$ cat src/rtl/atw_pkg.sv
// Shared types, constants and table helpers for the asymmetric tanh waveshaper.
package atw_pkg;

  // Field and datapath widths
  localparam int unsigned SampleInW  = 18;  // signed Q2.15 input
  localparam int unsigned SampleOutW = 17;  // signed Q1.15 output
  localparam int unsigned GainW      = 16;  // register width
  localparam int unsigned MagW       = 16;  // |x| for x in [-1, +1]
  localparam int unsigned ProdW      = 32;  // gain * magnitude
  localparam int unsigned ArgW       = 23;  // tanh argument, Q15
  localparam int unsigned SpanShift  = 18;  // tanh span [0,8) in Q15
  localparam int unsigned TanhW      = 16;  // tanh value, Q15, up to one
  localparam int unsigned DiffProdW  = TanhW + SpanShift;
  localparam int unsigned NormProdW  = TanhW + GainW;
  localparam int unsigned CfgAddrW   = 1;
  localparam int unsigned TdataInW   = 24;
  localparam int unsigned TdataOutW  = 24;

  localparam logic [TanhW-1:0] OneQ15 = 16'd32768;

  // Configuration register indexes
  typedef enum logic [CfgAddrW-1:0] {
    CFG_DRIVE_GAIN = 1'b0,
    CFG_NORM_SCALE = 1'b1
  } atw_cfg_e;

  // Sample class, decided at the input and carried down the pipe
  typedef struct packed {
    logic clip_pos;  // above +1
    logic clip_neg;  // below -1
    logic is_zero;
    logic is_pos;    // positive, above zero
  } atw_flags_t;

  // Restoring divide, used only while building the tanh table
  function automatic logic [63:0] const_udiv(input logic [63:0] num,
                                             input logic [63:0] den);
    logic [64:0] rem;
    logic [63:0] quo;
    rem = '0;
    quo = '0;
    for (int b = 63; b >= 0; b--) begin
      rem = {rem[63:0], num[b]};
      if (rem >= {1'b0, den}) begin
        rem = rem - {1'b0, den};
        quo[b] = 1'b1;
      end
    end
    return quo;
  endfunction

  // tanh(8k/segs) in Q15: e^-v by series, raised to the 16th, then (1-q)/(1+q)
  function automatic logic [TanhW-1:0] tanh_point(input int unsigned k,
                                                  input int unsigned segs);
    logic [63:0] q30;
    logic [63:0] term;
    logic [63:0] ev;
    logic [63:0] q;
    logic [63:0] num;
    logic [63:0] den;
    logic [63:0] res;
    q30  = 64'd1 << 30;
    term = q30;
    ev   = q30;
    for (int unsigned i = 1; i < 24; i++) begin
      term = const_udiv(term * 64'(k), 64'(segs) * 64'(i));
      ev   = ev + term;
    end
    q = const_udiv((64'd1 << 60) + (ev >> 1), ev);
    for (int s = 0; s < 4; s++) begin
      q = (q * q + (64'd1 << 29)) >> 30;
    end
    num = ((q30 - q) << 15) + ((q30 + q) >> 1);
    den = q30 + q;
    res = const_udiv(num, den);
    return res[TanhW-1:0];
  endfunction

endpackage

$ cat src/rtl/atw_drive.sv
// Input stages: classify the sample, apply drive gain, split into table segment and fraction.
module atw_drive #(
  parameter int unsigned Segments = 64,
  localparam int unsigned SegW = $clog2(Segments)
) (
  input  logic                                   clk_i,
  input  logic                                   rst_ni,
  input  logic                                   valid_i,
  output logic                                   ready_o,
  input  logic signed [atw_pkg::SampleInW-1:0]   sample_i,
  input  logic [atw_pkg::GainW-1:0]              drive_gain_i,
  output logic                                   valid_o,
  input  logic                                   ready_i,
  output logic [SegW-1:0]                        seg_o,
  output logic [atw_pkg::SpanShift-1:0]          frac_o,
  output logic                                   big_o,
  output atw_pkg::atw_flags_t                    flags_o
);

  localparam int unsigned PW = SegW + atw_pkg::SpanShift;
  localparam logic [PW-1:0] SegsP = PW'(Segments);

  // Stage handshake: each stage moves when it is empty or its successor moves
  logic va_q, vb_q;
  logic adv_a, adv_b;

  assign adv_b   = !vb_q || ready_i;
  assign adv_a   = !va_q || adv_b;
  assign ready_o = adv_a;
  assign valid_o = vb_q;

  always_ff @(posedge clk_i or negedge rst_ni) begin
    if (!rst_ni) begin
      va_q <= 1'b0;
      vb_q <= 1'b0;
    end else begin
      if (adv_a) va_q <= valid_i;
      if (adv_b) vb_q <= va_q;
    end
  end

  // Stage A: classify and multiply magnitude by drive gain
  atw_pkg::atw_flags_t flags_a;
  logic signed [atw_pkg::SampleInW-1:0] neg_x;
  logic [atw_pkg::MagW-1:0]  mag_a;
  logic [atw_pkg::ProdW-1:0] prod_a;

  always_comb begin
    flags_a.clip_pos = sample_i > 18'sd32768;
    flags_a.clip_neg = sample_i < -18'sd32768;
    flags_a.is_zero  = sample_i == '0;
    flags_a.is_pos   = sample_i > 18'sd0;
    neg_x            = -sample_i;
    mag_a            = flags_a.is_pos ? sample_i[atw_pkg::MagW-1:0]
                                      : neg_x[atw_pkg::MagW-1:0];
    prod_a           = {16'b0, drive_gain_i} * {16'b0, mag_a};
  end

  atw_pkg::atw_flags_t       flags_a_q;
  logic [atw_pkg::MagW-1:0]  mag_q;
  logic [atw_pkg::ProdW-1:0] prod_q;

  always_ff @(posedge clk_i) begin
    if (adv_a && valid_i) begin
      flags_a_q <= flags_a;
      mag_q     <= mag_a;
      prod_q    <= prod_a;
    end
  end

  // Stage B: round the drive argument, locate segment
  logic [atw_pkg::ProdW-1:0] rnd_b;
  logic [atw_pkg::ArgW-1:0]  arg_b;
  logic                      big_b;
  logic [PW-1:0]             pos_b;

  always_comb begin
    rnd_b = prod_q + 32'd128;
    arg_b = flags_a_q.is_pos ? rnd_b[30:8] : {7'b0, mag_q};
    big_b = |arg_b[atw_pkg::ArgW-1:atw_pkg::SpanShift];
    pos_b = PW'(arg_b[atw_pkg::SpanShift-1:0]) * SegsP;
  end

  always_ff @(posedge clk_i) begin
    if (adv_b && va_q) begin
      seg_o   <= pos_b[PW-1:atw_pkg::SpanShift];
      frac_o  <= pos_b[atw_pkg::SpanShift-1:0];
      big_o   <= big_b;
      flags_o <= flags_a_q;
    end
  end

endmodule

$ cat src/rtl/atw_tanh.sv
// Piecewise-linear tanh: breakpoint lookup stage and interpolation stage.
module atw_tanh #(
  parameter int unsigned Segments = 64,
  localparam int unsigned SegW = $clog2(Segments)
) (
  input  logic                               clk_i,
  input  logic                               rst_ni,
  input  logic                               valid_i,
  output logic                               ready_o,
  input  logic [SegW-1:0]                    seg_i,
  input  logic [atw_pkg::SpanShift-1:0]      frac_i,
  input  logic                               big_i,
  input  atw_pkg::atw_flags_t                flags_i,
  output logic                               valid_o,
  input  logic                               ready_i,
  output logic [atw_pkg::TanhW-1:0]          th_o,
  output atw_pkg::atw_flags_t                flags_o
);

  localparam int unsigned IdxW = $clog2(Segments + 1);
  localparam logic [IdxW-1:0] LastIdx = IdxW'(Segments);

  // Breakpoint table, built at elaboration
  logic [atw_pkg::TanhW-1:0] rom [Segments+1];

  for (genvar k = 0; k <= Segments; k++) begin : g_rom
    localparam logic [atw_pkg::TanhW-1:0] Point = atw_pkg::tanh_point(k, Segments);
    assign rom[k] = Point;
  end

  // Stage handshake
  logic vc_q, vd_q;
  logic adv_c, adv_d;

  assign adv_d   = !vd_q || ready_i;
  assign adv_c   = !vc_q || adv_d;
  assign ready_o = adv_c;
  assign valid_o = vd_q;

  always_ff @(posedge clk_i or negedge rst_ni) begin
    if (!rst_ni) begin
      vc_q <= 1'b0;
      vd_q <= 1'b0;
    end else begin
      if (adv_c) vc_q <= valid_i;
      if (adv_d) vd_q <= vc_q;
    end
  end

  // Stage C: fetch segment ends; past the span, hold the last point
  logic [IdxW-1:0]           idx_lo, idx_hi;
  logic [atw_pkg::TanhW-1:0] lo_c, hi_c, diff_c;

  always_comb begin
    idx_lo = IdxW'(seg_i);
    idx_hi = idx_lo + IdxW'(1);
    lo_c   = rom[idx_lo];
    hi_c   = rom[idx_hi];
    diff_c = (hi_c < lo_c) ? '0 : hi_c - lo_c;
    if (big_i) begin
      lo_c   = rom[LastIdx];
      diff_c = '0;
    end
  end

  logic [atw_pkg::TanhW-1:0]     lo_q, diff_q;
  logic [atw_pkg::SpanShift-1:0] frac_q;
  atw_pkg::atw_flags_t           flags_c_q;

  always_ff @(posedge clk_i) begin
    if (adv_c && valid_i) begin
      lo_q      <= lo_c;
      diff_q    <= diff_c;
      frac_q    <= frac_i;
      flags_c_q <= flags_i;
    end
  end

  // Stage D: interpolate with rounding
  logic [atw_pkg::DiffProdW:0] step_d;

  always_comb begin
    step_d = ({1'b0, {atw_pkg::SpanShift{1'b0}}, diff_q}
              * {1'b0, {atw_pkg::TanhW{1'b0}}, frac_q})
             + (35'd1 << 17);
  end

  always_ff @(posedge clk_i) begin
    if (adv_d && vc_q) begin
      th_o    <= lo_q + step_d[atw_pkg::SpanShift +: atw_pkg::TanhW];
      flags_o <= flags_c_q;
    end
  end

endmodule

$ cat src/rtl/atw_norm.sv
// Output stage: normalize the positive branch, apply sign and clipping, hold the word.
module atw_norm (
  input  logic                                 clk_i,
  input  logic                                 rst_ni,
  input  logic                                 valid_i,
  output logic                                 ready_o,
  input  logic [atw_pkg::TanhW-1:0]            th_i,
  input  atw_pkg::atw_flags_t                  flags_i,
  input  logic [atw_pkg::GainW-1:0]            norm_scale_i,
  output logic                                 valid_o,
  input  logic                                 ready_i,
  output logic signed [atw_pkg::SampleOutW-1:0] sample_o
);

  logic ve_q;
  logic adv_e;

  assign adv_e   = !ve_q || ready_i;
  assign ready_o = adv_e;
  assign valid_o = ve_q;

  always_ff @(posedge clk_i or negedge rst_ni) begin
    if (!rst_ni) begin
      ve_q <= 1'b0;
    end else if (adv_e) begin
      ve_q <= valid_i;
    end
  end

  // Scale by 1/tanh(g), round, saturate to one, then pick by sample class
  logic [atw_pkg::NormProdW-1:0]  prod_e;
  logic [atw_pkg::NormProdW-1:0]  rnd_e;
  logic [atw_pkg::NormProdW-15:0] v_e;
  logic [atw_pkg::TanhW-1:0]      sat_e;
  logic signed [atw_pkg::SampleOutW-1:0] y_e;

  always_comb begin
    prod_e = {16'b0, th_i} * {16'b0, norm_scale_i};
    rnd_e  = prod_e + 32'd8192;
    v_e    = rnd_e[atw_pkg::NormProdW-1:14];
    sat_e  = (v_e > 18'(atw_pkg::OneQ15)) ? atw_pkg::OneQ15 : v_e[atw_pkg::TanhW-1:0];
    if (flags_i.clip_pos) begin
      y_e = 17'sd32768;
    end else if (flags_i.clip_neg) begin
      y_e = -17'sd32768;
    end else if (flags_i.is_zero) begin
      y_e = '0;
    end else if (flags_i.is_pos) begin
      y_e = $signed({1'b0, sat_e});
    end else begin
      y_e = -$signed({1'b0, th_i});
    end
  end

  always_ff @(posedge clk_i) begin
    if (adv_e && valid_i) begin
      sample_o <= y_e;
    end
  end

endmodule

$ cat src/rtl/asymmetric_tanh_waveshaper_top.sv
// Top level of the asymmetric tanh waveshaper: config registers, pipeline and stream ports.
// One sample in, one shaped sample out, one word per cycle sustained while the output is
// taken. A word passes through five register stages: sign/clip decode with drive multiply,
// segment split, breakpoint lookup, interpolation multiply, and normalize multiply into
// the output register. Each stage moves whenever it is empty or its successor moves, so
// bubbles close up under backpressure and a new word is taken while a finished one waits
// at the output. Samples above +1 give +1, below -1 give -1, positive samples give
// tanh(g*x) scaled by norm_scale and capped at +1, negative ones tanh(x). Write drive_gain
// (index 0, Q8.8) and norm_scale (index 1, Q2.14) only while the pipe is empty.
module asymmetric_tanh_waveshaper_top #(
  parameter int unsigned TANH_SEGMENTS = 64
) (
  input  logic                              clk_i,
  input  logic                              rst_ni,
  // config write port
  input  logic                              cfg_we_i,
  input  logic [atw_pkg::CfgAddrW-1:0]      cfg_addr_i,
  input  logic [atw_pkg::GainW-1:0]         cfg_data_i,
  // input stream
  input  logic                              s_axis_tvalid,
  output logic                              s_axis_tready,
  input  logic [atw_pkg::TdataInW-1:0]      s_axis_tdata,  // [17:0] sample_in
  // output stream
  output logic                              m_axis_tvalid,
  input  logic                              m_axis_tready,
  output logic [atw_pkg::TdataOutW-1:0]     m_axis_tdata   // [16:0] sample_out
);

  localparam int unsigned SegW = $clog2(TANH_SEGMENTS);

  // Config registers
  logic [atw_pkg::GainW-1:0] drive_gain_q, norm_scale_q;

  always_ff @(posedge clk_i or negedge rst_ni) begin
    if (!rst_ni) begin
      drive_gain_q <= 16'd256;
      norm_scale_q <= 16'd21512;
    end else if (cfg_we_i) begin
      case (atw_pkg::atw_cfg_e'(cfg_addr_i))
        atw_pkg::CFG_DRIVE_GAIN: drive_gain_q <= cfg_data_i;
        atw_pkg::CFG_NORM_SCALE: norm_scale_q <= cfg_data_i;
        default: ;
      endcase
    end
  end

  // Drive and segment stages
  logic                          drv_valid, drv_ready;
  logic [SegW-1:0]               drv_seg;
  logic [atw_pkg::SpanShift-1:0] drv_frac;
  logic                          drv_big;
  atw_pkg::atw_flags_t           drv_flags;

  atw_drive #(.Segments(TANH_SEGMENTS)) u_drive (
    .clk_i        (clk_i),
    .rst_ni       (rst_ni),
    .valid_i      (s_axis_tvalid),
    .ready_o      (s_axis_tready),
    .sample_i     ($signed(s_axis_tdata[atw_pkg::SampleInW-1:0])),
    .drive_gain_i (drive_gain_q),
    .valid_o      (drv_valid),
    .ready_i      (drv_ready),
    .seg_o        (drv_seg),
    .frac_o       (drv_frac),
    .big_o        (drv_big),
    .flags_o      (drv_flags)
  );

  // Table stages
  logic                      th_valid, th_ready;
  logic [atw_pkg::TanhW-1:0] th_val;
  atw_pkg::atw_flags_t       th_flags;

  atw_tanh #(.Segments(TANH_SEGMENTS)) u_tanh (
    .clk_i   (clk_i),
    .rst_ni  (rst_ni),
    .valid_i (drv_valid),
    .ready_o (drv_ready),
    .seg_i   (drv_seg),
    .frac_i  (drv_frac),
    .big_i   (drv_big),
    .flags_i (drv_flags),
    .valid_o (th_valid),
    .ready_i (th_ready),
    .th_o    (th_val),
    .flags_o (th_flags)
  );

  // Output stage
  logic signed [atw_pkg::SampleOutW-1:0] sample_out;

  atw_norm u_norm (
    .clk_i        (clk_i),
    .rst_ni       (rst_ni),
    .valid_i      (th_valid),
    .ready_o      (th_ready),
    .th_i         (th_val),
    .flags_i      (th_flags),
    .norm_scale_i (norm_scale_q),
    .valid_o      (m_axis_tvalid),
    .ready_i      (m_axis_tready),
    .sample_o     (sample_out)
  );

  assign m_axis_tdata = {{(atw_pkg::TdataOutW - atw_pkg::SampleOutW){1'b0}}, sample_out};

  // Result never leaves [-1, +1]
  assert property (@(posedge clk_i) disable iff (!rst_ni)
    m_axis_tvalid |-> ($signed(m_axis_tdata[16:0]) <= 17'sd32768 &&
                       $signed(m_axis_tdata[16:0]) >= -17'sd32768))
    else $error("output sample outside plus or minus one");

  // Input backpressure only when the output word is held
  assert property (@(posedge clk_i) disable iff (!rst_ni)
    !s_axis_tready |-> (m_axis_tvalid && !m_axis_tready))
    else $error("input stalled while output side is free");

  // A held output word stays valid until it is taken
  assert property (@(posedge clk_i) disable iff (!rst_ni)
    (m_axis_tvalid && !m_axis_tready) |=> m_axis_tvalid)
    else $error("held output word dropped");

endmodule

$ cat config.mk
export PLATFORM = sky130hd
export DESIGN_NAME = asymmetric_tanh_waveshaper_top
export DESIGN_NICKNAME = d
export VERILOG_FILES = /design/src/rtl/atw_pkg.sv /design/src/rtl/atw_drive.sv /design/src/rtl/atw_tanh.sv /design/src/rtl/atw_norm.sv /design/src/rtl/asymmetric_tanh_waveshaper_top.sv
export SDC_FILE = /design/constraint.sdc
export NUM_CORES = 2
export LEC_CHECK = 0
export ABC_CLOCK_PERIOD_IN_PS = 13200
export BUFFER_PORTS_ARGS = -buffer_cell sky130_fd_sc_hd__buf_2
export CAP_MARGIN = 20
export CORE_ASPECT_RATIO = 1.5
export CORE_MARGIN = 2
export CORE_UTILIZATION = 40
export DETAILED_ROUTE_END_ITERATION = 16
export PLACE_DENSITY_LB_ADDON = 0.3
export SLEW_MARGIN = 20
export SYNTH_ARGS = -nofsm -noshare
export SYNTH_HDL_FRONTEND = slang
export SYNTH_SLANG_ARGS = --single-unit
$ cat constraint.sdc
create_clock -name clk_i -period 13.2 [get_ports clk_i]
set_clock_uncertainty 0.05 [all_clocks]
set_input_delay 1.32 -clock clk_i [delete_from_list [all_inputs] [get_ports clk_i]]
set_output_delay 1.32 -clock clk_i [all_outputs]
set_load 0.01 [all_outputs]
==> Yosys cells after proc, flatten, opt, wreduce, memory -nomap -nowiden <==
Memory sizes are Yosys's and may differ from the RTL's.
Cells that the tools add are included.
{ "totals": {"reg_bits": 196, "mem_bits_ro": 4096, "input_bits": 46, "out_inout_bits": 26, "memories": 2} }
{ "mem_list": {"columns": ["name", "words", "word_bits", "rd", "rd_clocked_by_memory_dff", "wr", "line", "source"], "rows": [
  ["(name not given)", 128, 16, 1, 0, 0, "atw_tanh.sv:57", "lo_c = rom[idx_lo];"],
  ["(name not given)", 128, 16, 1, 0, 0, "atw_tanh.sv:58", "hi_c = rom[idx_hi];"]
]} }
{ "classes": {"add_sub_neg": 8, "mul": 3, "n_lt_le_gt_ge": 7, "n_mux": 10, "n_bitwise": 3, "n_reduce_logical": 22} }
{ "op_table": {"columns": ["operator", "n"], "rows": [
  ["$mux W16", 6],
  ["$mux W17", 3],
  ["$add A34 B18 Y34 const B", 1],
  ["$add A32 B14 Y32 const B", 1],
  ["$mul A16 B16 Y32", 1],
  ["$add A31 B8 Y31 const B", 1],
  ["$mul A16 B16 Y31", 1],
  ["$mul A16 B12 Y28", 1],
  ["$mux W23", 1],
  ["$gt A18 B1 Y1 const B", 1],
  ["$gt A18 B16 Y1 const B", 1],
  ["$gt A18 B17 Y1 const B", 1],
  ["$logic_not A18 Y1", 1],
  ["$lt A18 B16 Y1 const B", 1],
  ["$neg A16 Y17", 1],
  ["$add A16 B16 Y16", 1],
  ["$ge A8 B8 Y1 const B", 2],
  ["$lt A16 B16 Y1", 1],
  ["$neg A16 Y16", 1],
  ["$sub A16 B16 Y16", 1],
  ["$not A6 Y8", 1],
  ["$not A7 Y8", 1],
  ["$add A6 B1 Y7 const B", 1],
  ["$logic_and A1 B1 Y1", 5],
  ["other kinds (7)", 17]
]} }

==> Logic depth before layout (Yosys ltp) <==
{ "depth": {"word_depth": 7, "ltp_mapped": 36} }

==> Modules after synthesis <==
From an unflattened synthesis, not the netlist that was laid out.
{ "hier_totals": {"hier_cells": 3998, "hier_area_um2": 36825.3} }
{ "by_module_without_submodules": {"columns": ["module", "instances", "cells_each", "area_each_um2", "seq_area_each_um2"], "rows": [
  ["atw_tanh", 1, 1668, 14802.9, 2272.2],
  ["atw_drive", 1, 1170, 11208.2, 2062.0],
  ["atw_norm", 1, 1083, 9499.1, 535.5],
  ["asymmetric_tanh_waveshaper_top", 1, 77, 1315.0, 807.0]
]} }

==> Worst setup path before layout <==
Ideal clock, no wire load.
{ "synth_path": {"kind": "input -> register", "from": "input port s_axis_tdata[2] (netlist name)", "to": "register u_drive.prod_q[30] (netlist name) (data pin)", "setup_time_ps": 260, "t_arrival_ps": 8583, "setup_slack_ps": 4307, "cell_stages": 32, "path_buffers": 2, "cell_sequence": "nor4_1 > and2_1 > nand2_1 > nor2_1 > or2_2 > clkbuf_1 > inv_1 > a21oi_1 > xor2_1 > clkbuf_1 > nand2_1 > fa_1 > inv_1 > fa_1 > fa_1 > fa_1 > inv_1 > fa_1 > inv_1 > fa_1 > ha_1 > a21o_1 > a21o_1 > a21oi_1 > o21ai_0 > a31o_2 > a41oi_1 > o21ai_0 > nand4_1 > a21oi_1 > a21oi_1 > xnor2_1"} }
{ "synth_rtl": {"columns": ["item", "line", "source"], "rows": [
  ["start: declaration", "asymmetric_tanh_waveshaper_top.sv:22", "input logic [atw_pkg::TdataInW-1:0] s_axis_tdata,"],
  ["end signal: assignment", "atw_drive.sv:67", "prod_q <= prod_a;"],
  ["end: declaration", "atw_drive.sv:61", "logic [atw_pkg::ProdW-1:0] prod_q;"]
]} }

==> results.sh <==
export IMPL_num_rows=128
export IMPL_fmax_ghz=0.111
export IMPL_start_util_pct=40.4
export IMPL_crit_buf_inv=7
export IMPL_coreArea_um2=81200
export IMPL_final_setup_tns_ps=0
export IMPL_clock_path_buffers=2
export IMPL_fillCellCount=7973
export IMPL_max_stage_delay_ps=550
export IMPL_avgRoutedWirePerCell_um=17.7
export IMPL_syn2layout_area_growth_pct=5.77
export IMPL_hpwl_mm=62.9
export IMPL_ys_seq_area_share_pct=16.8
export IMPL_clock_latency_ps=500
export IMPL_worstSetupPathType="in -> reg"
export IMPL_finalHoldViolations=0
export IMPL_pin_count=72
export IMPL_relSlewSlack_pct=31.9
export IMPL_final_common_cell="inv_1"
export IMPL_synth_seq_cells=189
export IMPL_cts_sinks=189
export IMPL_routed_wl_mm=81.5
export IMPL_avgViaCountPerCell=5.19
export IMPL_numCtsBuffers=17
export IMPL_rsz0062_at_grt="false"
export IMPL_postSynthCellCount=3603
export IMPL_antenna_found_initial=1
export IMPL_async_flop_share_pct=19.6
export IMPL_netlist_top_cells_area="fa_1 32%, edfxtp_1 14%, ha_1 12%, inv_1 8.0%, nand2_1 6.3%"
export IMPL_cp_start_kind="input pin"
export IMPL_via_count=24000
export IMPL_cp_top_family="adder cells"
export IMPL_grt_pass1_wl_mm=135
export IMPL_worstPathArrival_ps=9180
export IMPL_period_minus_slack_ps=9000
export IMPL_slowest_stage="fa_1"
export IMPL_die_y_um=355
export IMPL_drive_gt1_share_pct=5.51
export IMPL_timing_final_max_slew_violations=0
export IMPL_cts_tree="done"
export IMPL_multi_input_area_um2=24100
export IMPL_path_max_fanout=17
export IMPL_setup_violations=0
export IMPL_io_buffers=58
export IMPL_hold_slack_ps=375
export IMPL_fp_dieW_um=238
export IMPL_grt_pass1_vias=25800
export IMPL_hold_buffers=0
export IMPL_most_common_layout_cells="702 x inv_1, 553 x nand2_1, 527 x fa_1"
export IMPL_gp_congestion=0.859
export IMPL_min_delay_path_class="reg -> reg"
export IMPL_grt_usage_pct=20.4
export IMPL_synth_edf_count=152
export IMPL_cts_clk_slew_worst_paths_ps=80
export IMPL_crit_top_cell="fa_1"
export IMPL_area_sequential_um2=5500
export IMPL_status="finished clean"
export IMPL_ys_types=80
export IMPL_post_route_drc_count=0
export IMPL_antenna_left=0
export IMPL_grt_start_max_net_pins=50
export IMPL_syn_avg_cell_area_um2=9.10
export IMPL_cp_required_ps=13380
export IMPL_yosysTopAreaCellShare_pct=32.2
export IMPL_worstMarginPinSlew_ps=1020
export IMPL_synth_largest_area_cell="fa_1"
export IMPL_gr_total_overflow=0
export IMPL_synth_warning_count=0
export IMPL_layout_nets=4451
export IMPL_htreeDepth=4
export IMPL_netlist_area_um2=32800
export IMPL_setup_worst_path_end_class="flop"
export IMPL_dr_pass1_iters=5
export IMPL_ys_flop_type="edfxtp_1"
export IMPL_die_area_um2=84300
export IMPL_post_cts_buffers=0
export IMPL_period_share_pct=68.2
export IMPL_drv_cap=0
export IMPL_post_cts_resize_count=0
export IMPL_clockRootBuffer="clkbuf_16"
export IMPL_drtIter0Drc=1135
sequential cells by signal (all words and copies together) (netlist names), 6 cells and up:
register / flops
drive_gain_q: 16
u_drive.mag_q: 16
u_tanh.lo_q: 16
u_drive.frac_o: 12
u_tanh.diff_q: 16
u_norm.sample_o: 17
u_drive.prod_q: 24
norm_scale_q: 16
u_drive.seg_o: 6
u_tanh.frac_q: 12
u_tanh.th_o: 16
kinds of logic (layout without fill, tap and decap cells):
family	count (synthesis)	after routing	share of synthesized area, %
compound gates	369	369	7.13
fa+ha+maj	845	845	44.3
flops	189	189	16.8
other cells	1	9	0.0114
xor+xnor	141	141	3.85
buf+inv	868	832	10.0
simple gates	1149	1149	16.5
mux	41	41	1.38
cells in the mapped netlist, types with 13 or more instances:
library cell,n
xor2_1,59
o21ai_0,63
edfxtp_1,152
nor3_1,34
nor4_1,13
a21o_1,35
dfrtp_1,32
clkbuf_1,149
mux2_2,34
xnor2_1,79
o22ai_1,22
or2_2,13
inv_1,702
fa_1,527
a31oi_1,18
nor2_1,142
nand3_1,41
nand2_1,553
nor2b_1,16
ha_1,318
and2_1,261
a21oi_1,124
nand2b_1,23
metal layers:
metal  part of all wire (%)  wire (um)  track usage, %
met2                     54      44200            38.7
met5                      0          0               0
met3                    3.4       2770            1.67
met1                     39      31500            23.7
met4                    3.6       2960            7.90
final cells by class:
| class | count | share of cell area (%) |
|---|---|---|
| Clock inverter | 15 | 0.505 |
| Tap cell | 1040 | 3.75 |
| Timing Repair Buffer | 97 | 1.70 |
| Sequential cell | 189 | 15.8 |
| Inverter | 703 | 7.61 |
| Antenna cell | 2 | 0.0144 |
| Multi-Input combinational cell | 2552 | 69.3 |
| Clock buffer | 17 | 1.23 |
path summary, 6_finish.rpt:
| path | start | to | slack [ps] | cells after the start |
|---|---|---|---|---|
| worst max-delay path | s_axis_tdata[0] | u_drive.prod_q[30] | 4200 | 33 |
| worst min-delay path | u_drive.flags_a_q[2] | u_drive.flags_o[2] | 370 | 0 |
| worst max register to register | u_tanh.frac_q[10] | u_tanh.th_o[15] | 4530 | 30 |
| worst min register to register | u_drive.flags_a_q[2] | u_drive.flags_o[2] | 370 | 0 |
| max in group asynchronous | rst_ni | u_tanh.valid_o | 11530 | 1 |
| min in group asynchronous | rst_ni | drive_gain_q[15] | 920 | 1 |
stage by stage:
step	setup slack [ps]	utilization [%]	cells	area [um^2]
6_report	4200	42.7	4615	34700
5_1_grt	3540	42.7	4613	34700
4_1_cts	4190	42.7	4612	34700
3_5_place_dp	3700	42.0	4580	34100
3_3_place_gp	3790	42.0	4580	34100
2_1_floorplan	4310	-	3609	32800
Power is left out: the tool's default activity adds up to more than one toggle a clock period on the data nets, which glitch-free logic cannot reach.
